[src/rtl/mlqs_pkg.sv]
// shared types, constants and helpers of the multilevel queue scheduler
`timescale 1ns / 1ps
`default_nettype none
package mlqs_pkg;

  // queue geometry
  localparam int QUEUE_DEPTH = 64;
  localparam int NUM_QUEUES  = 4;
  localparam int SLOT_W      = $clog2(QUEUE_DEPTH);
  localparam int CNT_W       = $clog2(QUEUE_DEPTH + 1);
  localparam int ADDR_W      = 2 + SLOT_W;

  typedef logic [SLOT_W-1:0] slot_t;
  typedef logic [CNT_W-1:0]  cnt_t;
  typedef logic [CNT_W:0]    sum_t;
  typedef logic [ADDR_W-1:0] addr_t;

  localparam cnt_t DEPTH_CNT = cnt_t'(QUEUE_DEPTH);
  localparam sum_t DEPTH_SUM = sum_t'(QUEUE_DEPTH);

  // operation codes
  localparam logic OP_LOAD     = 1'b0;
  localparam logic OP_DISPATCH = 1'b1;

  // status codes
  localparam logic [2:0] STS_DISPATCHED = 3'd0;
  localparam logic [2:0] STS_IDLE       = 3'd1;
  localparam logic [2:0] STS_LOADED     = 3'd2;
  localparam logic [2:0] STS_FULL       = 3'd3;
  localparam logic [2:0] STS_BAD_PRIO   = 3'd4;

  // cpu numbers
  localparam logic [1:0] CPU_FIRST  = 2'd1;
  localparam logic [1:0] CPU_SECOND = 2'd2;

  // queue numbers
  localparam logic [1:0] Q_FCFS = 2'd0;

  // register indexes
  localparam logic REG_QUANTUM2 = 1'b0;
  localparam logic REG_QUANTUM3 = 1'b1;

  localparam logic [15:0] QUANTUM2_RESET = 16'd8;
  localparam logic [15:0] QUANTUM3_RESET = 16'd16;

  typedef struct packed {
    logic        operation;
    logic [31:0] process_id;
    logic [15:0] arrival_key;
    logic [3:0]  priority_req;
    logic [15:0] burst_len;
  } req_t;

  typedef struct packed {
    logic [2:0]  status;
    logic [31:0] out_process_id;
    logic [1:0]  queue_number;
    logic [1:0]  cpu_number;
    logic [15:0] run_time;
    logic        finished;
  } rsp_t;

  // one stored process
  typedef struct packed {
    logic [15:0] remaining;
    logic [15:0] arrival;
    logic [31:0] id;
  } entry_t;

  typedef struct packed {
    logic   re;
    addr_t  raddr;
    logic   we;
    addr_t  waddr;
    entry_t wdata;
  } mem_req_t;

  typedef struct packed {
    logic [15:0] a;
    logic [15:0] b;
  } alu_op_t;

  typedef struct packed {
    logic        borrow;
    logic        zero;
    logic [15:0] diff;
  } alu_res_t;

  typedef enum logic [2:0] {
    S_IDLE,
    S_DECODE,
    S_SCAN,
    S_SHIFT,
    S_RR_EVAL,
    S_DONE
  } state_t;

  // ring slot arithmetic, operands below twice the depth
  function automatic slot_t slot_wrap(input sum_t sum);
    sum_t r;
    r = (sum >= DEPTH_SUM) ? sum - DEPTH_SUM : sum;
    return r[SLOT_W-1:0];
  endfunction

endpackage
`default_nettype wire

[src/rtl/mlqs_alu.sv]
// shared subtract and compare unit
`timescale 1ns / 1ps
`default_nettype none
module mlqs_alu (
  input  mlqs_pkg::alu_op_t  op,
  output mlqs_pkg::alu_res_t res
);

  logic [16:0] full_diff;

  // a minus b with borrow out
  assign full_diff  = {1'b0, op.a} - {1'b0, op.b};
  assign res.borrow = full_diff[16];
  assign res.diff   = full_diff[15:0];
  assign res.zero   = (full_diff[15:0] == 16'd0);

endmodule
`default_nettype wire

[config.mk]
export PLATFORM = sky130hd
export DESIGN_NAME = mlqs_alu
export DESIGN_NICKNAME = d
export VERILOG_FILES = /design/src/rtl/mlqs_pkg.sv /design/src/rtl/mlqs_alu.sv
export SDC_FILE = /design/constraint.sdc
export NUM_CORES = 1
export LEC_CHECK = 0
export ABC_AREA = 1
export BUFFER_PORTS_ARGS = -buffer_cell sky130_fd_sc_hd__buf_4
export CORE_UTILIZATION = 55
export DETAILED_ROUTE_END_ITERATION = 16
export PLACE_DENSITY = 0.91
export SETUP_SLACK_MARGIN = 0.5
export SLEW_MARGIN = 20
export SYNTH_ARGS = -nofsm -noshare
export SYNTH_HDL_FRONTEND = slang
export SYNTH_SLANG_ARGS = --single-unit
[constraint.sdc]
create_clock -name vclk -period 3.2
set_input_delay 0.32 -clock vclk [all_inputs]
set_output_delay 0.32 -clock vclk [all_outputs]
set_load 0.1 [all_outputs]
Yosys cells after proc, flatten, opt, wreduce, memory -nomap -nowiden:

Cells that the tools add are included.

* bits in registers: 0
* input port bits: 32
* output and inout port bits: 18

* add/sub/neg operators: 1
* reductions and logical operators: 1

Operator list (count)
* subtractor 16 x 16 -> 17 bit: 1
* zero test 16 bit: 1

Longest topological paths before layout:

* word-level depth: 2
* gate-level depth with buffers: 15
* mapped depth without buffers: 15

Worst setup path after synthesis:

No wires, ideal clock.

* path type: input to output
* from: input op[16] (netlist bit)
* to: output res[16] (netlist bit)
* arrival time: 3108 ps
* data required time: 2880 ps
* path slack: -228 ps
* cell stages on the path: 10
* cells stage by stage: inv_1 -> ha_1 -> fa_1 -> inv_1 -> nand3_1 -> nand3_2 -> xor2_1 -> nor2_1 -> nand3_1 -> nor2_2

RTL lines
* start, declared: line mlqs_alu.sv:5 `input mlqs_pkg::alu_op_t op,`
* end, declared: line mlqs_alu.sv:6 `output mlqs_pkg::alu_res_t res`

==> report_table.html <==
<table>
<tr><th>Metric</th><th>Value</th></tr>
<tr><th colspan="2">Setup path</th></tr>
<tr><td>Kind of cell with the highest combined delay on the critical path</td><td>simple AND/OR/NAND/NOR gates</td></tr>
<tr><td>Type of the worst setup path</td><td>in -&gt; out</td></tr>
<tr><td>Highest cell delay on the worst timing path</td><td>around 0.42 ns</td></tr>
<tr><td>Crit path top cell by count</td><td>nand3_1</td></tr>
<tr><td>Number of buffers and inverters on the critical path</td><td>3</td></tr>
<tr><td>Worst-path cell chain</td><td>buf_4, ha_1, fa_1, inv_1, nand3_1, nand3_2, nand3_1, nand3_1, nand2_1, nand2_2, nand2_2, nor2_2, nand2_1, nor2_4, buf_6</td></tr>
<tr><td>Critical path launch point type</td><td>input port</td></tr>
<tr><td>Required @ worst endpoint</td><td>~2.9 ns</td></tr>
<tr><td>Maximum net fanout on the critical path</td><td>3</td></tr>
<tr><td>Critical path capture point type</td><td>primary output</td></tr>
<tr><td>Slowest-stage cell, CP</td><td>fa_1</td></tr>
<tr><td>Crit path DAT</td><td>2.19 ns</td></tr>
<tr><th colspan="2">Layout</th></tr>
<tr><td>Count of flip-flops and latches</td><td>0</td></tr>
<tr><td>Synth-to-layout area growth</td><td>40.0%</td></tr>
<tr><td>Area of all placed cells without fillers</td><td>between 1500 and 2000 µm²</td></tr>
<tr><td>Number of clock buffers in the layout</td><td>0</td></tr>
<tr><td>Net count, final</td><td>327</td></tr>
<tr><td>Most common cell after layout, fill and taps aside</td><td>nand2_1</td></tr>
<tr><td>Leading cell types in the layout, fill and taps excluded</td><td>nand2_1 (77), inv_1 (64), buf_4 (49), ha_1 (16), nand2_2 (15)</td></tr>
<tr><td>Post-Layout Cell Count</td><td>around 300</td></tr>
<tr><td>Sequential cell area in the final layout</td><td>0 µm²</td></tr>
<tr><td>Share of layout cells above drive strength 1</td><td>a little under a third</td></tr>
<tr><td>Number of diodes</td><td>0</td></tr>
<tr><th colspan="2">Global route</th></tr>
<tr><td>Pin count of the biggest net entering global routing</td><td>6</td></tr>
<tr><td>Combined global-route utilization of all metal layers</td><td>approximately a quarter</td></tr>
<tr><td>Sum of overflow across all layers after global routing</td><td>0</td></tr>
<tr><td>Number of antenna violations at the first check in global routing</td><td>0</td></tr>
<tr><td>First-pass GRT wire length</td><td>approximately 4000 µm</td></tr>
<tr><td>Vias in the first global route</td><td>about 1,100</td></tr>
<tr><th colspan="2">Synth</th></tr>
<tr><td>Warnings from Yosys</td><td>0</td></tr>
<tr><td>Number of unique standard cell types used by synthesis</td><td>19</td></tr>
<tr><td>Post-Synthesis Net Count</td><td>roughly 280</td></tr>
<tr><td>Netlist area before placement</td><td>between 1000 and 1500 µm²</td></tr>
<tr><td>Syn Inst Count</td><td>approximately 230</td></tr>
<tr><td>Average instance area after synthesis</td><td>around 5.2 µm²</td></tr>
<tr><td>Sequential element share of the synthesized area</td><td>0%</td></tr>
<tr><th colspan="2">Power and ir drop</th></tr>
<tr><td>Leak</td><td>1.09 nW</td></tr>
<tr><td>Highest ir drop seen on vdd</td><td>just under 300 µV</td></tr>
<tr><td>Total power density per cell area</td><td>roughly 380 nW/µm²</td></tr>
<tr><th colspan="2">Place</th></tr>
<tr><td>Buffers on Ports</td><td>50</td></tr>
<tr><td>HPWL after DPL</td><td>between 2000 and 2500 µm</td></tr>
<tr><td>Placed Cells incl. Taps</td><td>just over 300</td></tr>
<tr><td>Routability congestion estimate from global placement</td><td>0.881</td></tr>
<tr><td>Total placed instance area</td><td>~1600 µm²</td></tr>
<tr><th colspan="2">Status</th></tr>
<tr><td>Status</td><td>finished clean</td></tr>
<tr><th colspan="2">Min path</th></tr>
<tr><td>Worst hold endpoint</td><td>res[0]</td></tr>
<tr><td>Min-Delay Path Class</td><td>in -&gt; out</td></tr>
<tr><td>Source of the worst hold timing path</td><td>op[0]</td></tr>
<tr><td>Hold Path Stages</td><td>4</td></tr>
<tr><th colspan="2">Drt</th></tr>
<tr><td>Average via count per standard cell</td><td>between 4 and 5</td></tr>
<tr><td>Number of remaining DRC errors</td><td>0</td></tr>
<tr><td>Via count</td><td>~1,400</td></tr>
<tr><td>Iteration-0 DRC count of the detailed router</td><td>32</td></tr>
<tr><td>DR pass1 iterations</td><td>4</td></tr>
<tr><td>Avg WL per Cell</td><td>8.81 µm</td></tr>
<tr><td>Total routed wirelength</td><td>2670 µm</td></tr>
<tr><td>Antenna viol nets, final</td><td>0</td></tr>
<tr><th colspan="2">Floorplanning</th></tr>
<tr><td>IO Pins</td><td>50</td></tr>
<tr><td>Core outline area</td><td>~2000 µm²</td></tr>
<tr><td>Row Count</td><td>16</td></tr>
<tr><td>Horizontal die dimension</td><td>48.1 µm</td></tr>
<tr><td>Starting density of the core</td><td>roughly three fifths</td></tr>
<tr><td>Floorplan die area</td><td>between 2000 and 2500 µm²</td></tr>
<tr><td>Die outline height</td><td>48.1 µm</td></tr>
<tr><th colspan="2">Clocking</th></tr>
<tr><td>Number of buffers added to fix hold violations after cts</td><td>0</td></tr>
<tr><th colspan="2">Timing</th></tr>
<tr><td>Total Negative Setup Slacks</td><td>0 ns</td></tr>
<tr><td>Unrepaired setup endpoints after global routing</td><td>no</td></tr>
<tr><td>Slew HR</td><td>82.2%</td></tr>
<tr><td>Final Slew Violations</td><td>0</td></tr>
<tr><td>Final setup violation count</td><td>0</td></tr>
<tr><td>Final hold violation count</td><td>0</td></tr>
<tr><td>Clock period minus final worst setup slack</td><td>about 2.5 ns</td></tr>
<tr><td>Period utilization</td><td>between 70% and 80%</td></tr>
<tr><td>Transition time at the pin with the least slew margin</td><td>roughly 0.26 ns</td></tr>
<tr><td>Maximum clock frequency</td><td>around 400 MHz</td></tr>
<tr><th colspan="2">Job</th></tr>
<tr><td>Number of max-capacitance violations reported</td><td>0</td></tr>
</table>
metrics by stage:
| step | util [%] | hold slack, ns | setup WS, ns | total power [mW] |
|---|---|---|---|---|
| CTS | 82.3 | 1.10 | 0.640 | 0.625 |
| floorplan | - | 0.958 | 0.347 | 0.497 |
| finish | 82.4 | 1.10 | 0.690 | 0.625 |
| detailed placement | 82.3 | 1.10 | 0.643 | 0.625 |
| global placement | 82.3 | 1.10 | 0.664 | 0.616 |
| global route | 82.4 | 1.14 | 0.509 | 0.669 |
synthesized netlist by cell type:
| library cell | count | share of area, % |
|---|---|---|
| nand3_2 | 3 | 2.6 |
| nor2_2 | 3 | 1.6 |
| ha_1 | 16 | 17 |
| nor2_1 | 10 | 3.2 |
| inv_1 | 64 | 21 |
| nand2_2 | 15 | 8.0 |
| nor4_1 | 1 | 0.54 |
| inv_2 | 4 | 1.3 |
| a21oi_2 | 1 | 0.75 |
| nand3b_1 | 4 | 2.6 |
| a21oi_1 | 7 | 3.0 |
| nand4_1 | 1 | 0.54 |
| nor3_2 | 3 | 2.6 |
| nand2_1 | 77 | 25 |
| xnor2_1 | 2 | 1.5 |
| nand3_1 | 9 | 3.9 |
| fa_1 | 1 | 1.7 |
| xor2_1 | 4 | 3.0 |
| or2_4 | 1 | 0.75 |
layout make-up:
cell class / count / area, µm²
Fill cell: 164 / 348
Multi-Input combinational cell: 158 / 966
Tap cell: 27 / 33.8
Timing Repair Buffer: 50 / 379
Inverter: 68 / 255
where the power goes:
group / leakage, nW / internal, mW / switching (mW)
registers: 0 / 0 / 0
logic: 1.09 / 0.161 / 0.464
clock network: 0 / 0 / 0
total: 1.09 / 0.161 / 0.464
routing by layer:
| metal | up-vias | GRT usage (%) | wire length (µm) |
|---|---|---|---|
| li1 | 762 | - | - |
| met1 | 591 | 32.8 | 1320 |
| met2 | 45 | 42.2 | 1240 |
| met3 | 0 | 0.377 | 107 |
| met4 | 0 | 1.11 | 0 |
| met5 | - | 0 | 0 |
cells by family after synthesis:
group                      Yosys count  share of synthesized area (%)
adders and majority gates           17                           18.9
and+or+nand+nor                    127                           51.0
xor gates and xnor gates             6                           4.50
buffers and inverters               68                           21.9
AOI/OAI and AO/OA                    8                           3.75
worst max-delay path by stage:
stage                     cells past startpoint  endpoint   start  slack (ns)
final                                        15   res[16]   op[0]        0.69
after global routing                         15   res[16]   op[0]        0.51
after CTS                                    15   res[16]   op[0]        0.64
after detailed placement                     15   res[16]   op[0]        0.64
after global placement                       15   res[16]   op[0]        0.66
after floorplan                              10   res[16]  op[16]        0.35
timing repair:
action / CTS / global route
buffers inserted: 0 / 0
resized for setup: 0 / 1
setup endpoints to repair: 0 / 1
No activity file was read; power rests on OpenSTA's default activity.
