===== config.mk =====
export PLATFORM = sky130hd
export DESIGN_NAME = mlqs_ctrl
export DESIGN_NICKNAME = d
export VERILOG_FILES = /design/src/rtl/mlqs_pkg.sv /design/src/rtl/mlqs_ctrl.sv
export SDC_FILE = /design/constraint.sdc
export NUM_CORES = 1
export LEC_CHECK = 0
export ABC_AREA = 1
export BUFFER_PORTS_ARGS = -buffer_cell sky130_fd_sc_hd__buf_2
export CAP_MARGIN = 20
export CORE_ASPECT_RATIO = 0.5
export CORE_UTILIZATION = 45
export DETAILED_ROUTE_END_ITERATION = 6
export PLACE_DENSITY_LB_ADDON = 0.3
export SETUP_SLACK_MARGIN = 0.1
export SYNTH_ARGS = -nofsm -noshare
export SYNTH_HDL_FRONTEND = slang
export SYNTH_SLANG_ARGS = --single-unit

===== constraint.sdc =====
create_clock -name clk -period 6.2 [get_ports clk]
set_input_delay 1.24 -clock clk [delete_from_list [all_inputs] [get_ports clk]]
set_output_delay 1.24 -clock clk [all_outputs]
set_load 0.02 [all_outputs]

===== src/rtl/mlqs_pkg.sv =====
// shared types, constants and helpers of the multilevel queue scheduler
`timescale 1ns / 1ps
`default_nettype none
package mlqs_pkg;

  // queue geometry
  localparam int QUEUE_DEPTH = 64;
  localparam int NUM_QUEUES  = 4;
  localparam int SLOT_W      = $clog2(QUEUE_DEPTH);
  localparam int CNT_W       = $clog2(QUEUE_DEPTH + 1);
  localparam int ADDR_W      = 2 + SLOT_W;

  typedef logic [SLOT_W-1:0] slot_t;
  typedef logic [CNT_W-1:0]  cnt_t;
  typedef logic [CNT_W:0]    sum_t;
  typedef logic [ADDR_W-1:0] addr_t;

  localparam cnt_t DEPTH_CNT = cnt_t'(QUEUE_DEPTH);
  localparam sum_t DEPTH_SUM = sum_t'(QUEUE_DEPTH);

  // operation codes
  localparam logic OP_LOAD     = 1'b0;
  localparam logic OP_DISPATCH = 1'b1;

  // status codes
  localparam logic [2:0] STS_DISPATCHED = 3'd0;
  localparam logic [2:0] STS_IDLE       = 3'd1;
  localparam logic [2:0] STS_LOADED     = 3'd2;
  localparam logic [2:0] STS_FULL       = 3'd3;
  localparam logic [2:0] STS_BAD_PRIO   = 3'd4;

  // cpu numbers
  localparam logic [1:0] CPU_FIRST  = 2'd1;
  localparam logic [1:0] CPU_SECOND = 2'd2;

  // queue numbers
  localparam logic [1:0] Q_FCFS = 2'd0;

  // register indexes
  localparam logic REG_QUANTUM2 = 1'b0;
  localparam logic REG_QUANTUM3 = 1'b1;

  localparam logic [15:0] QUANTUM2_RESET = 16'd8;
  localparam logic [15:0] QUANTUM3_RESET = 16'd16;

  typedef struct packed {
    logic        operation;
    logic [31:0] process_id;
    logic [15:0] arrival_key;
    logic [3:0]  priority_req;
    logic [15:0] burst_len;
  } req_t;

  typedef struct packed {
    logic [2:0]  status;
    logic [31:0] out_process_id;
    logic [1:0]  queue_number;
    logic [1:0]  cpu_number;
    logic [15:0] run_time;
    logic        finished;
  } rsp_t;

  // one stored process
  typedef struct packed {
    logic [15:0] remaining;
    logic [15:0] arrival;
    logic [31:0] id;
  } entry_t;

  typedef struct packed {
    logic   re;
    addr_t  raddr;
    logic   we;
    addr_t  waddr;
    entry_t wdata;
  } mem_req_t;

  typedef struct packed {
    logic [15:0] a;
    logic [15:0] b;
  } alu_op_t;

  typedef struct packed {
    logic        borrow;
    logic        zero;
    logic [15:0] diff;
  } alu_res_t;

  typedef enum logic [2:0] {
    S_IDLE,
    S_DECODE,
    S_SCAN,
    S_SHIFT,
    S_RR_EVAL,
    S_DONE
  } state_t;

  // ring slot arithmetic, operands below twice the depth
  function automatic slot_t slot_wrap(input sum_t sum);
    sum_t r;
    r = (sum >= DEPTH_SUM) ? sum - DEPTH_SUM : sum;
    return r[SLOT_W-1:0];
  endfunction

endpackage
`default_nettype wire


===== src/rtl/mlqs_ctrl.sv =====
// scheduling sequencer: queue bookkeeping, minimum scan, compaction and round robin
`timescale 1ns / 1ps
`default_nettype none
module mlqs_ctrl (
  input  logic               clk,
  input  logic               rst,
  input  logic               req_valid,
  output logic               req_ready,
  input  mlqs_pkg::req_t     req,
  input  logic [15:0]        quantum2,
  input  logic [15:0]        quantum3,
  output logic               res_valid,
  input  logic               res_take,
  output mlqs_pkg::rsp_t     res,
  output mlqs_pkg::mem_req_t mem_req,
  input  mlqs_pkg::entry_t   mem_rdata,
  output mlqs_pkg::alu_op_t  alu_op,
  input  mlqs_pkg::alu_res_t alu_res
);

  mlqs_pkg::state_t state, state_next;

  mlqs_pkg::req_t   item;
  mlqs_pkg::cnt_t   counts [mlqs_pkg::NUM_QUEUES];
  mlqs_pkg::slot_t  heads [2];
  logic [1:0]       q;
  mlqs_pkg::cnt_t   n_cur;
  mlqs_pkg::cnt_t   rd_idx;
  logic             pend;
  mlqs_pkg::slot_t  pend_idx;
  mlqs_pkg::slot_t  best;
  logic [15:0]      bkey;
  mlqs_pkg::entry_t best_ent;
  mlqs_pkg::rsp_t   res_reg;

  // decode helpers
  logic            prio_ok;
  logic [1:0]      prio_q;
  logic            prio_full;
  mlqs_pkg::slot_t load_slot;
  logic [1:0]      sel_q;
  logic            any_q;
  logic [2:0]      dec_status;
  logic            issue;
  logic            scan_last;
  logic            take_new;
  mlqs_pkg::slot_t best_upd;
  mlqs_pkg::entry_t best_ent_upd;
  logic [15:0]     key;
  logic [15:0]     quant;
  logic            rr_fit;
  mlqs_pkg::slot_t cur_head;

  assign prio_ok   = (item.priority_req[3:2] == 2'b00);
  assign prio_q    = item.priority_req[1:0];
  assign prio_full = (counts[prio_q] == mlqs_pkg::DEPTH_CNT);
  assign load_slot = prio_q[1]
                   ? mlqs_pkg::slot_wrap(mlqs_pkg::sum_t'(heads[prio_q[0]]) +
                                         mlqs_pkg::sum_t'(counts[prio_q]))
                   : counts[prio_q][mlqs_pkg::SLOT_W-1:0];

  // first queue holding work
  always_comb begin
    sel_q = 2'd0;
    any_q = 1'b0;
    for (int i = mlqs_pkg::NUM_QUEUES - 1; i >= 0; i--) begin
      if (counts[i] != '0) begin
        sel_q = 2'(i);
        any_q = 1'b1;
      end
    end
  end

  // status decided at decode
  always_comb begin
    if (item.operation == mlqs_pkg::OP_LOAD) begin
      if (!prio_ok) begin
        dec_status = mlqs_pkg::STS_BAD_PRIO;
      end else if (prio_full) begin
        dec_status = mlqs_pkg::STS_FULL;
      end else begin
        dec_status = mlqs_pkg::STS_LOADED;
      end
    end else if (!any_q) begin
      dec_status = mlqs_pkg::STS_IDLE;
    end else begin
      dec_status = mlqs_pkg::STS_DISPATCHED;
    end
  end

  // scan and shift stream helpers
  assign issue     = (rd_idx < n_cur);
  assign scan_last = pend &&
                     (mlqs_pkg::cnt_t'(pend_idx) + mlqs_pkg::cnt_t'(1) == n_cur);
  assign key       = (q == mlqs_pkg::Q_FCFS) ? mem_rdata.arrival : mem_rdata.remaining;
  assign take_new  = pend && ((pend_idx == '0) || alu_res.borrow);
  assign best_upd     = take_new ? pend_idx : best;
  assign best_ent_upd = take_new ? mem_rdata : best_ent;

  // round robin helpers
  assign cur_head = heads[q[0]];
  assign quant    = q[0] ? quantum3 : quantum2;
  assign rr_fit   = alu_res.borrow || alu_res.zero;

  // next state
  always_comb begin
    state_next = state;
    case (state)
      mlqs_pkg::S_IDLE: begin
        if (req_valid) begin
          state_next = mlqs_pkg::S_DECODE;
        end
      end
      mlqs_pkg::S_DECODE: begin
        if (item.operation == mlqs_pkg::OP_LOAD || !any_q) begin
          state_next = mlqs_pkg::S_DONE;
        end else if (sel_q[1]) begin
          state_next = mlqs_pkg::S_RR_EVAL;
        end else begin
          state_next = mlqs_pkg::S_SCAN;
        end
      end
      mlqs_pkg::S_SCAN: begin
        if (scan_last) begin
          if (mlqs_pkg::cnt_t'(best_upd) + mlqs_pkg::cnt_t'(1) == n_cur) begin
            state_next = mlqs_pkg::S_DONE;
          end else begin
            state_next = mlqs_pkg::S_SHIFT;
          end
        end
      end
      mlqs_pkg::S_SHIFT: begin
        if (scan_last) begin
          state_next = mlqs_pkg::S_DONE;
        end
      end
      mlqs_pkg::S_RR_EVAL: begin
        state_next = mlqs_pkg::S_DONE;
      end
      mlqs_pkg::S_DONE: begin
        if (res_take) begin
          state_next = mlqs_pkg::S_IDLE;
        end
      end
      default: begin
        state_next = mlqs_pkg::S_IDLE;
      end
    endcase
  end

  // memory and alu control
  always_comb begin
    mem_req       = '0;
    alu_op        = '0;
    req_ready     = 1'b0;
    res_valid     = 1'b0;
    case (state)
      mlqs_pkg::S_IDLE: begin
        req_ready = 1'b1;
      end
      mlqs_pkg::S_DECODE: begin
        if (item.operation == mlqs_pkg::OP_LOAD) begin
          mem_req.we    = prio_ok && !prio_full;
          mem_req.waddr = {prio_q, load_slot};
          mem_req.wdata = '{remaining: item.burst_len, arrival: item.arrival_key,
                            id: item.process_id};
        end else begin
          mem_req.re    = any_q && sel_q[1];
          mem_req.raddr = {sel_q, heads[sel_q[0]]};
        end
      end
      mlqs_pkg::S_SCAN: begin
        mem_req.re    = issue;
        mem_req.raddr = {q, rd_idx[mlqs_pkg::SLOT_W-1:0]};
        alu_op.a      = key;
        alu_op.b      = bkey;
      end
      mlqs_pkg::S_SHIFT: begin
        mem_req.re    = issue;
        mem_req.raddr = {q, rd_idx[mlqs_pkg::SLOT_W-1:0]};
        mem_req.we    = pend;
        mem_req.waddr = {q, pend_idx - mlqs_pkg::slot_t'(1)};
        mem_req.wdata = mem_rdata;
      end
      mlqs_pkg::S_RR_EVAL: begin
        alu_op.a      = mem_rdata.remaining;
        alu_op.b      = quant;
        mem_req.we    = !rr_fit;
        mem_req.waddr = {q, mlqs_pkg::slot_wrap(mlqs_pkg::sum_t'(cur_head) +
                                                mlqs_pkg::sum_t'(n_cur))};
        mem_req.wdata = '{remaining: alu_res.diff, arrival: mem_rdata.arrival,
                          id: mem_rdata.id};
      end
      mlqs_pkg::S_DONE: begin
        res_valid = 1'b1;
      end
      default: begin
      end
    endcase
  end

  assign res = res_reg;

  // state register
  always_ff @(posedge clk) begin
    if (rst) begin
      state <= mlqs_pkg::S_IDLE;
    end else begin
      state <= state_next;
    end
  end

  // queue bookkeeping
  always_ff @(posedge clk) begin
    if (rst) begin
      for (int i = 0; i < mlqs_pkg::NUM_QUEUES; i++) begin
        counts[i] <= '0;
      end
      heads[0] <= '0;
      heads[1] <= '0;
      pend     <= 1'b0;
    end else begin
      case (state)
        mlqs_pkg::S_DECODE: begin
          pend <= 1'b0;
          if (item.operation == mlqs_pkg::OP_LOAD) begin
            if (prio_ok && !prio_full) begin
              counts[prio_q] <= counts[prio_q] + mlqs_pkg::cnt_t'(1);
            end
          end
        end
        mlqs_pkg::S_SCAN: begin
          pend <= issue && !scan_last;
          if (scan_last) begin
            counts[q] <= n_cur - mlqs_pkg::cnt_t'(1);
          end
        end
        mlqs_pkg::S_SHIFT: begin
          pend <= issue;
        end
        mlqs_pkg::S_RR_EVAL: begin
          heads[q[0]] <= mlqs_pkg::slot_wrap(mlqs_pkg::sum_t'(cur_head) +
                                             mlqs_pkg::sum_t'(1));
          if (rr_fit) begin
            counts[q] <= n_cur - mlqs_pkg::cnt_t'(1);
          end
        end
        default: begin
        end
      endcase
    end
  end

  // working registers and result
  always_ff @(posedge clk) begin
    case (state)
      mlqs_pkg::S_IDLE: begin
        if (req_valid) begin
          item <= req;
        end
      end
      mlqs_pkg::S_DECODE: begin
        q       <= sel_q;
        n_cur   <= counts[sel_q];
        rd_idx  <= '0;
        res_reg <= '{status: dec_status, out_process_id: 32'd0, queue_number: 2'd0,
                     cpu_number: 2'd0, run_time: 16'd0, finished: 1'b0};
      end
      mlqs_pkg::S_SCAN: begin
        pend_idx <= rd_idx[mlqs_pkg::SLOT_W-1:0];
        best     <= best_upd;
        best_ent <= best_ent_upd;
        if (take_new) begin
          bkey <= key;
        end
        if (scan_last) begin
          rd_idx <= mlqs_pkg::cnt_t'(best_upd) + mlqs_pkg::cnt_t'(1);
          res_reg.status         <= mlqs_pkg::STS_DISPATCHED;
          res_reg.out_process_id <= best_ent_upd.id;
          res_reg.queue_number   <= q;
          res_reg.cpu_number     <= (q == mlqs_pkg::Q_FCFS) ? mlqs_pkg::CPU_FIRST
                                                             : mlqs_pkg::CPU_SECOND;
          res_reg.run_time       <= best_ent_upd.remaining;
          res_reg.finished       <= 1'b1;
        end else begin
          rd_idx <= rd_idx + mlqs_pkg::cnt_t'(issue);
        end
      end
      mlqs_pkg::S_SHIFT: begin
        pend_idx <= rd_idx[mlqs_pkg::SLOT_W-1:0];
        rd_idx   <= rd_idx + mlqs_pkg::cnt_t'(issue);
      end
      mlqs_pkg::S_RR_EVAL: begin
        res_reg.status         <= mlqs_pkg::STS_DISPATCHED;
        res_reg.out_process_id <= mem_rdata.id;
        res_reg.queue_number   <= q;
        res_reg.cpu_number     <= mlqs_pkg::CPU_SECOND;
        res_reg.run_time       <= rr_fit ? mem_rdata.remaining : quant;
        res_reg.finished       <= rr_fit;
      end
      default: begin
      end
    endcase
  end

endmodule
`default_nettype wire


Yosys cells after proc, flatten, opt, wreduce, memory -nomap -nowiden. Memory sizes are Yosys's and may differ from the RTL's. A register that Yosys moved wholly into a read port is not among the register bits. Index checks and enable logic that the tools add are counted.

Mux-type cells: 73. Equal/unequal tests: 12. Order comparisons: 4. Bitwise gates (word level): 2. Add/subtract/negate cells: 12. Reductions and logical operators: 30.

Operators with widths (count): case mux 73 bit (3 select lines) (1); case mux 56 bit (3 select lines) (1); 2-to-1 mux 73 bit (1); 2-to-1 mux 64 bit (1); case mux 32 bit (2 select lines) (1); 2-to-1 mux 56 bit (1); 2-to-1 mux 16 bit (3); 2-to-1 mux 6 bit (6); 2-to-1 mux 1 bit (32); 2-to-1 mux 7 bit (4); nonzero test 7 bit (4); 2-to-1 mux 3 bit (9); subtractor 6 x 1 -> 6 bit (second input constant) (4); adder 6 x 1 -> 7 bit (second input constant) (3); case mux 7 bit (3 select lines) (1); case mux 3 bit (6 select lines) (1); case mux 9 bit (2 select lines) (1); adder 6 x 7 -> 8 bit (2); >= comparator 8 x 7 -> 1 bit (second input constant) (2); 2-to-1 mux 2 bit (8); == test 7 bit (2); OR reduction 7 bit (2); 2-to-1 mux 9 bit (1); inequality test 2 bit (second input constant) (4); 23 further kinds (38).

Logic and storage cells: 156. Memories: 2. Output and inout port bits: 172. Input port bits: 187. Bits in writable memories: 40. Register bits: 230.

Memory list: counts (words 4, width 7, read ports 6, clocked after memory_dff 2, wr ports 4, line mlqs_ctrl.sv:24) `mlqs_pkg::cnt_t counts [mlqs_pkg::NUM_QUEUES];`; heads (words 2, width 6, read ports 3, clocked after memory_dff 2, wr ports 2, line mlqs_ctrl.sv:25) `mlqs_pkg::slot_t heads [2];`.

Longest topological paths before layout. Gate-level depths: netlist (run 1).

Depth after elaboration: 11. Mapped depth: 20. Depth with buffers taken out: 20.

Worst setup path after synthesis (run 1). Ideal clock, no wire load.

Path kind: input to register. Start: input req_valid. End: register item[0] (netlist bit) (enable). Library setup time: 589 ps. Required time: 5611 ps. Cell stages on the path: 2. Path buffers: 0. Slack: -509 ps. Arrival: 6120 ps. Path through: inv_1 > nor3_1.

Longest elaborated chain between the ends: 1.

Ends and longest elaborated chain: from (decl) (line mlqs_ctrl.sv:7) `input logic req_valid,`; AND reduction 2 bit (no line); to (signal assigned) (line mlqs_ctrl.sv:259) `item <= req;`; to (decl) (line mlqs_ctrl.sv:23) `mlqs_pkg::req_t item;`.

Every way passes these cells. A chain may end at the register's enable or synchronous reset.

==> metrics, run 1 <==
status=finished, final reports clean; GR Util All Layers=between 20% and 30%; Worst path slowest cell=dfxtp_1; Synth cell types=55; Core Rows=45; Synth Warn #=0; FMAX=196 MHz; minimum clock period after layout=roughly 5 ns; Slew headroom=about 31%; vias per inst=approximately 5.4; first-pass GRT wire length=approximately 67 mm; CTS Root Cell=clkbuf_16; ranking of synthesized cells by area=edfxtp_1 (55%), nand2_1 (9.8%), o21ai_0 (8.4%); WL/cell=~20 um; Max clock buf depth=3; sw power=between 3 and 4 mW; max cap viols=0; dominant synthesized flop cell=edfxtp_1; DP Worst Slack=roughly 1.8 ns; crit path cell chain=inv_2 -> nand2_1 -> a32o_1 -> inv_1 -> ha_1 -> a21oi_1 -> inv_1 -> a31oi_1 -> nor2_1 -> o21a_1 -> nor2_1 -> nor2_1 -> nor2_1 -> nand2_1 -> a21oi_1 -> o21ai_0 -> nand3_1 -> buf_2; worst r2r path cells=13; CP Max Fanout=26; drt total wl=45.0 mm; crit path DAT=between 3 and 4 ns; Reg-to-Reg End=counts[2][2]; post-route setup TNS=0 ns; Setup CP Type=reg -> out; top-area cell type share of the netlist area=between 50% and 60%; HP Class=reg -> reg; CTS tree=built; synthesis-stage register bit count=264; detailed placer's ending HPWL=32.9 mm; list of most frequent post-synthesis cells=nand2_1 (369), edfxtp_1 (257), o21ai_0 (236); R2R Setup Slk=2.12 ns; Net Sw Frac=42.9%; Hold Path Origin=state[0]; Largest register FFs=~70; final antenna-violating net count=0; Clock Latency Late Sink=about 0.56 ns; RSZ-0062 raised after global routing=no; Mapped Cells=about 1,500; Slew @ Worst Pin=approximately 1.0 ns; clock transition at the registers of the reported paths=~0.070 ns; Remaining DRCs=0; die width=around 250 um; Hold Slack=approximately 0.52 ns; Hold Vio Cnt, Final=0; largest net degree at the start of global routing=109; Final Worst Setup Slack=about 1.1 ns; Setup-failing EPs final=0; I/O pin count=roughly 360; Post-synth EDFFs=roughly 260; Pwr Density=between 400 and 500 nW/um^2; Port Buffers=358; Vias=between 10,000 and 15,000; DRT Pass-1 Iters=5; Post-CTS Repair Setup Buffers=0; VDD IR max=~0.24 mV; Internal=between 4 and 5 mW; CP max stage delay=about 0.84 ns; part of the power in registers=36.9%; hold_buf cts=0; area leader, netlist=edfxtp_1; Critical R2R Launch=state[0]; worst clock skew=around 0.017 ns; leakage power=roughly 7.4 nW; CP delay by family, top=compound AO/OA/AOI/OAI gates; fraction of layout cells with a size suffix above 1=about a quarter; Avg Synthesized Cell Area=between 9 and 10 sq um; cts bufs inserted=25; die height=~130 um; Hold EP=state[0]; starting density of the core=a little under half; Core ar.=just over 30,000 sq um; DRT iter0 DRCs=between 1,000 and 1,500; gpl congestion=0.961; fin util=56.0%; final period utilization=between 80% and 90%; Mapped Area=14,100 sq um; Mapped Nets=around 1,700; Logic pwr share=42.1%; GRT overflow=0; Final Slew Violations=0; WP buf/inv=4; post-synthesis sequential area ratio=around 56%; most common cell in the netlist=nand2_1; Post-synth ARST share=0%; Req. time, crit path=between 4 and 5 ns; CP endpoint kind=primary output; Clk network pwr share=a little over a fifth; most used cell along the critical path=nor2_1; initial antenna violation count=2; Final nets=between 2,000 and 2,500; CTS HTree Levels=1; die area=about 32,000 sq um; hold path cells=2; post-CTS resize count=0; area growth from synthesis to layout=21.5%; vias in the first global route=11,300; crit path launch type=flip-flop; total clock sinks=roughly 260
-- tightest hold or removal path, cell delays in order (launching register included) --
cell	delay (ns)
dfxtp_1	0.35
nand2_1	0.07
a21oi_1	0.06
-- logic make-up (layout without fill, tap and decap cells) --
family                     after synthesis  in the layout  synth area share, %
AOI/OAI and AO/OA                      374            374                 15.4
xor gates and xnor gates                21             21                 1.31
adders and majority gates               27             27                 2.51
buffers and inverters                  243            592                 6.94
DFF                                    264            264                 55.8
other                                    0              2                    0
and+or+nand+nor                        588            588                 18.0
-- cells in the final DEF (no fill, tap or decap), drive strengths merged, types with 8 or more instances in the layout --
master	Yosys	routed
nand2	378	378
buf	26	372
edfxtp	257	257
o21ai	247	247
inv	173	174
nor2	103	103
nand3	57	57
a21oi	46	46
clkbuf	43	30
ha	25	25
o211ai	25	25
xor2	16	16
a22o	16	16
or2	12	12
nor3	12	12
nand4	11	11
clkinv	1	10
a22oi	8	8
-- power groups by stage --
stage	Clock [mW]	Combinational [mW]	Sequential [mW]
after floorplan	0	2.03	3.13
after global placement	0	3.32	2.98
after detailed placement	0	3.35	2.99
after CTS	1.70	3.37	2.95
after global routing	1.78	3.67	3.01
final	1.68	3.38	2.96
-- worst max-delay path by stage --
stage	from	end	slack [ns]	depth (start not counted)
after global routing	flip-flop	mem_req[69]	0.75	18
after global placement	flip-flop	mem_req[69]	1.77	18
after floorplan	req_valid	item[0]	1.63	2
after CTS	flip-flop	mem_req[69]	1.15	18
final	flip-flop	mem_req[69]	1.11	18
after detailed placement	flip-flop	mem_req[69]	1.75	18
-- per-layer routing --
layer | vias to the layer above | track usage [%] | share of wire [%]
li1 | 5883 | - | -
met1 | 5912 | 37.5 | 42
met2 | 580 | 45.4 | 48
met3 | 87 | 3.55 | 7.5
met4 | 0 | 8.41 | 2.7
met5 | - | 0 | 0
-- layout make-up --
| cell class | count | area, sq um |
|---|---|---|
| Sequential cell | 264 | 7860 |
| Antenna cell | 2 | 5.00 |
| Timing Repair Buffer | 372 | 1900 |
| Multi-Input combinational cell | 1010 | 5280 |
| Tap cell | 423 | 529 |
| Clock inverter | 16 | 224 |
| Inverter | 174 | 653 |
| Clock buffer | 30 | 644 |
| Fill cell | 2789 | 13400 |
-- through the flow --
step                instance area, sq um  power, mW  instances
floorplan                          14100       5.16       1517
global placement                   16200       6.29       2243
detailed placement                 16200       6.34       2243
CTS                                17100       8.03       2289
global route                       17100       8.46       2291
finish                             17100       8.02       2291
No activity file was read; power rests on OpenSTA's default activity.
==> inputs of run 2 (changes only) <==
==> constraint.sdc (replaced) <==
create_clock -name clk -period 5.1 [get_ports clk]
set_input_delay 1.02 -clock clk [delete_from_list [all_inputs] [get_ports clk]]
set_output_delay 1.02 -clock clk [all_outputs]
set_load 0.02 [all_outputs]
==> metrics, run 2 (synthesized netlist as in run 1, its figures left out) <==
leakage power=7.45 nW (+0.30%); minimum clock period after layout=roughly 4.6 ns; final period utilization=approximately nine tenths; commonest cells after routing, fill and taps aside=nand2_1 (369), buf_2 (358), edfxtp_1 (257), o21ai_0 (236), inv_1 (155); drt total wl=44.7 mm (-0.62%); GR Util All Layers=27.1% (-0.20 points); Largest register FFs=69 (unchanged); Worst path slowest cell=dfxtp_1; Sequential Area=7860 sq um (unchanged); Hold Vio Cnt, Final=0 (unchanged); fraction of layout cells with a size suffix above 1=26.1% (+0.10 points); Hold Path Origin=state[0]; post-CTS resize count=0 (unchanged); Hold EP=state[0]; GRT Max-Usage Layer=met2; DRT Pass-1 Iters=5 (unchanged); starting density of the core=46.1% (unchanged); max cap viols=0 (unchanged); Final Slew Violations=0 (unchanged); die width=252 um (unchanged); Slew headroom=26.8% (-4.0 points); largest net degree at the start of global routing=140 (+28%); WL/cell=19.5 um (-0.80%); global-route met2 utilization=46.5% (+1.1 points); die area=32,000 sq um (unchanged); FMAX=roughly 220 MHz; CP Max Fanout=15 (-42%); commonest non-fill, non-tap cell in the layout=nand2_1; crit path launch type=flip-flop; Clock Latency Late Sink=0.55 ns (about the same); Pwr Density=572 nW/um^2 (+22%); Max clock buf depth=3 (unchanged); Setup CP Type=reg -> out; CP max stage delay=0.56 ns (-0.28 ns); CTS tree=built; CP endpoint kind=primary output; WP buf/inv=5 (+1); multi-input logic area=5280 sq um (unchanged); total clock sinks=264 (unchanged); DRT iter0 DRCs=1,038 (-1.1%); Core Rows=45 (unchanged); area growth from synthesis to layout=22.0%; post-route setup TNS=0 ns (unchanged); first-pass GRT wire length=66.8 mm (-0.44%); hold path cells=2 (unchanged); initial antenna violation count=2 (unchanged); GRT overflow=0 (unchanged); Port Buffers=358 (unchanged); Vias=12,300 (-1.3%); Core ar.=30,500 sq um (unchanged); Slew @ Worst Pin=1.10 ns (+0.0604 ns); met3 usage=3.22% (-0.33 points); Post-CTS Repair Setup Buffers=0 (unchanged); CTS Root Cell=clkbuf_16; crit path DAT=3.53 ns (-0.32 ns); fin util=56.2% (+0.23 points); Remaining DRCs=0 (unchanged); final antenna-violating net count=0 (unchanged); cts bufs inserted=25 (unchanged); I/O pin count=359 (unchanged); gpl congestion=0.970 (+0.97%); Reg-to-Reg End=counts[2][3]; Setup-failing EPs final=0 (unchanged); worst r2r path cells=14 (+1); HP Class=reg -> reg; Fillers=2,806 (+0.61%); worst clock skew=0.0193 ns (+0.00203 ns); crit path cell chain=buf_4 -> nor2_1 -> inv_1 -> a32o_1 -> inv_1 -> ha_1 -> a21oi_1 -> inv_1 -> a31oi_1 -> nor2_1 -> o21a_1 -> nor2_1 -> nor2_1 -> nor2_1 -> nand2_1 -> a21oi_1 -> o21ai_0 -> nand3_1 -> buf_2; R2R Setup Slk=1.74 ns (-0.38 ns); hold_buf cts=0 (unchanged); CTS HTree Levels=1 (unchanged); Req. time, crit path=4.08 ns (-0.88 ns); Final nets=2,065 (+0.19%); VDD IR max=0.334 mV (+41%); vias in the first global route=11,300 (+0.035%); Critical Path Stages=19 (+1); die height=127 um (unchanged); detailed placer's ending HPWL=32.5 mm (-1.1%); clock transition at the registers of the reported paths=0.07 ns (about the same); RSZ-0062 raised after global routing=no; Global Route met1 Usage=36.5% (-0.99 points); vias per inst=5.36 (-1.5%); status=finished, final reports clean; CP delay by family, top=compound AO/OA/AOI/OAI gates; most used cell along the critical path=nor2_1
-- run 2: cell count changes in the layout (fill, tap and decap cells not counted) --
cell        before  now
buf_4           14   16
clkinvlp_4       1    2
inv_6            0    2
buf_8            0    1
buf_12           0    1
bufinv_16        5    6
inv_16           1    0
clkbuf_1         5    4
clkinv_2         6    2
clkinv_1         3    5
-- run 2: worst max-delay path by stage --
| stage | startpoint | endpoint | slack [ns] |
|---|---|---|---|
| after floorplan | req_valid | item[0] | 0.75 |
| after global placement | flip-flop | mem_req[69] | 1.12 |
| after detailed placement | flip-flop | mem_req[69] | 1.13 |
| after CTS | flip-flop | mem_req[69] | 0.54 |
| after global routing | flip-flop | mem_req[69] | 0.22 |
| final | flip-flop | mem_req[69] | 0.55 |
-- run 2: tightest hold or removal path, cell delays in order (launching register included) --
cell and delay (ns):
dfxtp_1 0.35, nand2_1 0.08, a21oi_1 0.06
-- run 2: metal layers --
layer  routed length [um]  up-vias
li1                     -     5892
met1                19100     5861
met2                22000      479
met3                 2610       64
met4                 1050        0
met5                    0        -
-- run 2: power breakdown --
group	internal (mW)	switching, mW	total (mW)
Sequential	3.25	0.332	3.58
Combinational	1.18	2.97	4.15
Clock	1.21	0.868	2.08
Total	5.64	4.17	9.81
-- run 2: area by class of cell --
class                      instances  area share [%]
sequential                       264            45.8
multi-input combinational       1010            30.8
timing repair buffer             376            11.3
inverter                         174            3.81
clock buffer                      29            3.73
tap                              423            3.08
clock inverter                    17            1.44
antenna                            2          0.0292
-- run 2: stage by stage --
step	hold WS (ns)	area, sq um	setup slack, ns	power (mW)	cells
after global placement	0.514	16300	1.12	7.69	2246
after floorplan	0.477	14100	0.748	6.27	1517
after CTS	0.535	17100	0.538	9.82	2292
after detailed placement	0.526	16300	1.13	7.74	2246
after global routing	0.557	17200	0.225	10.3	2295
final	0.533	17200	0.550	9.81	2295
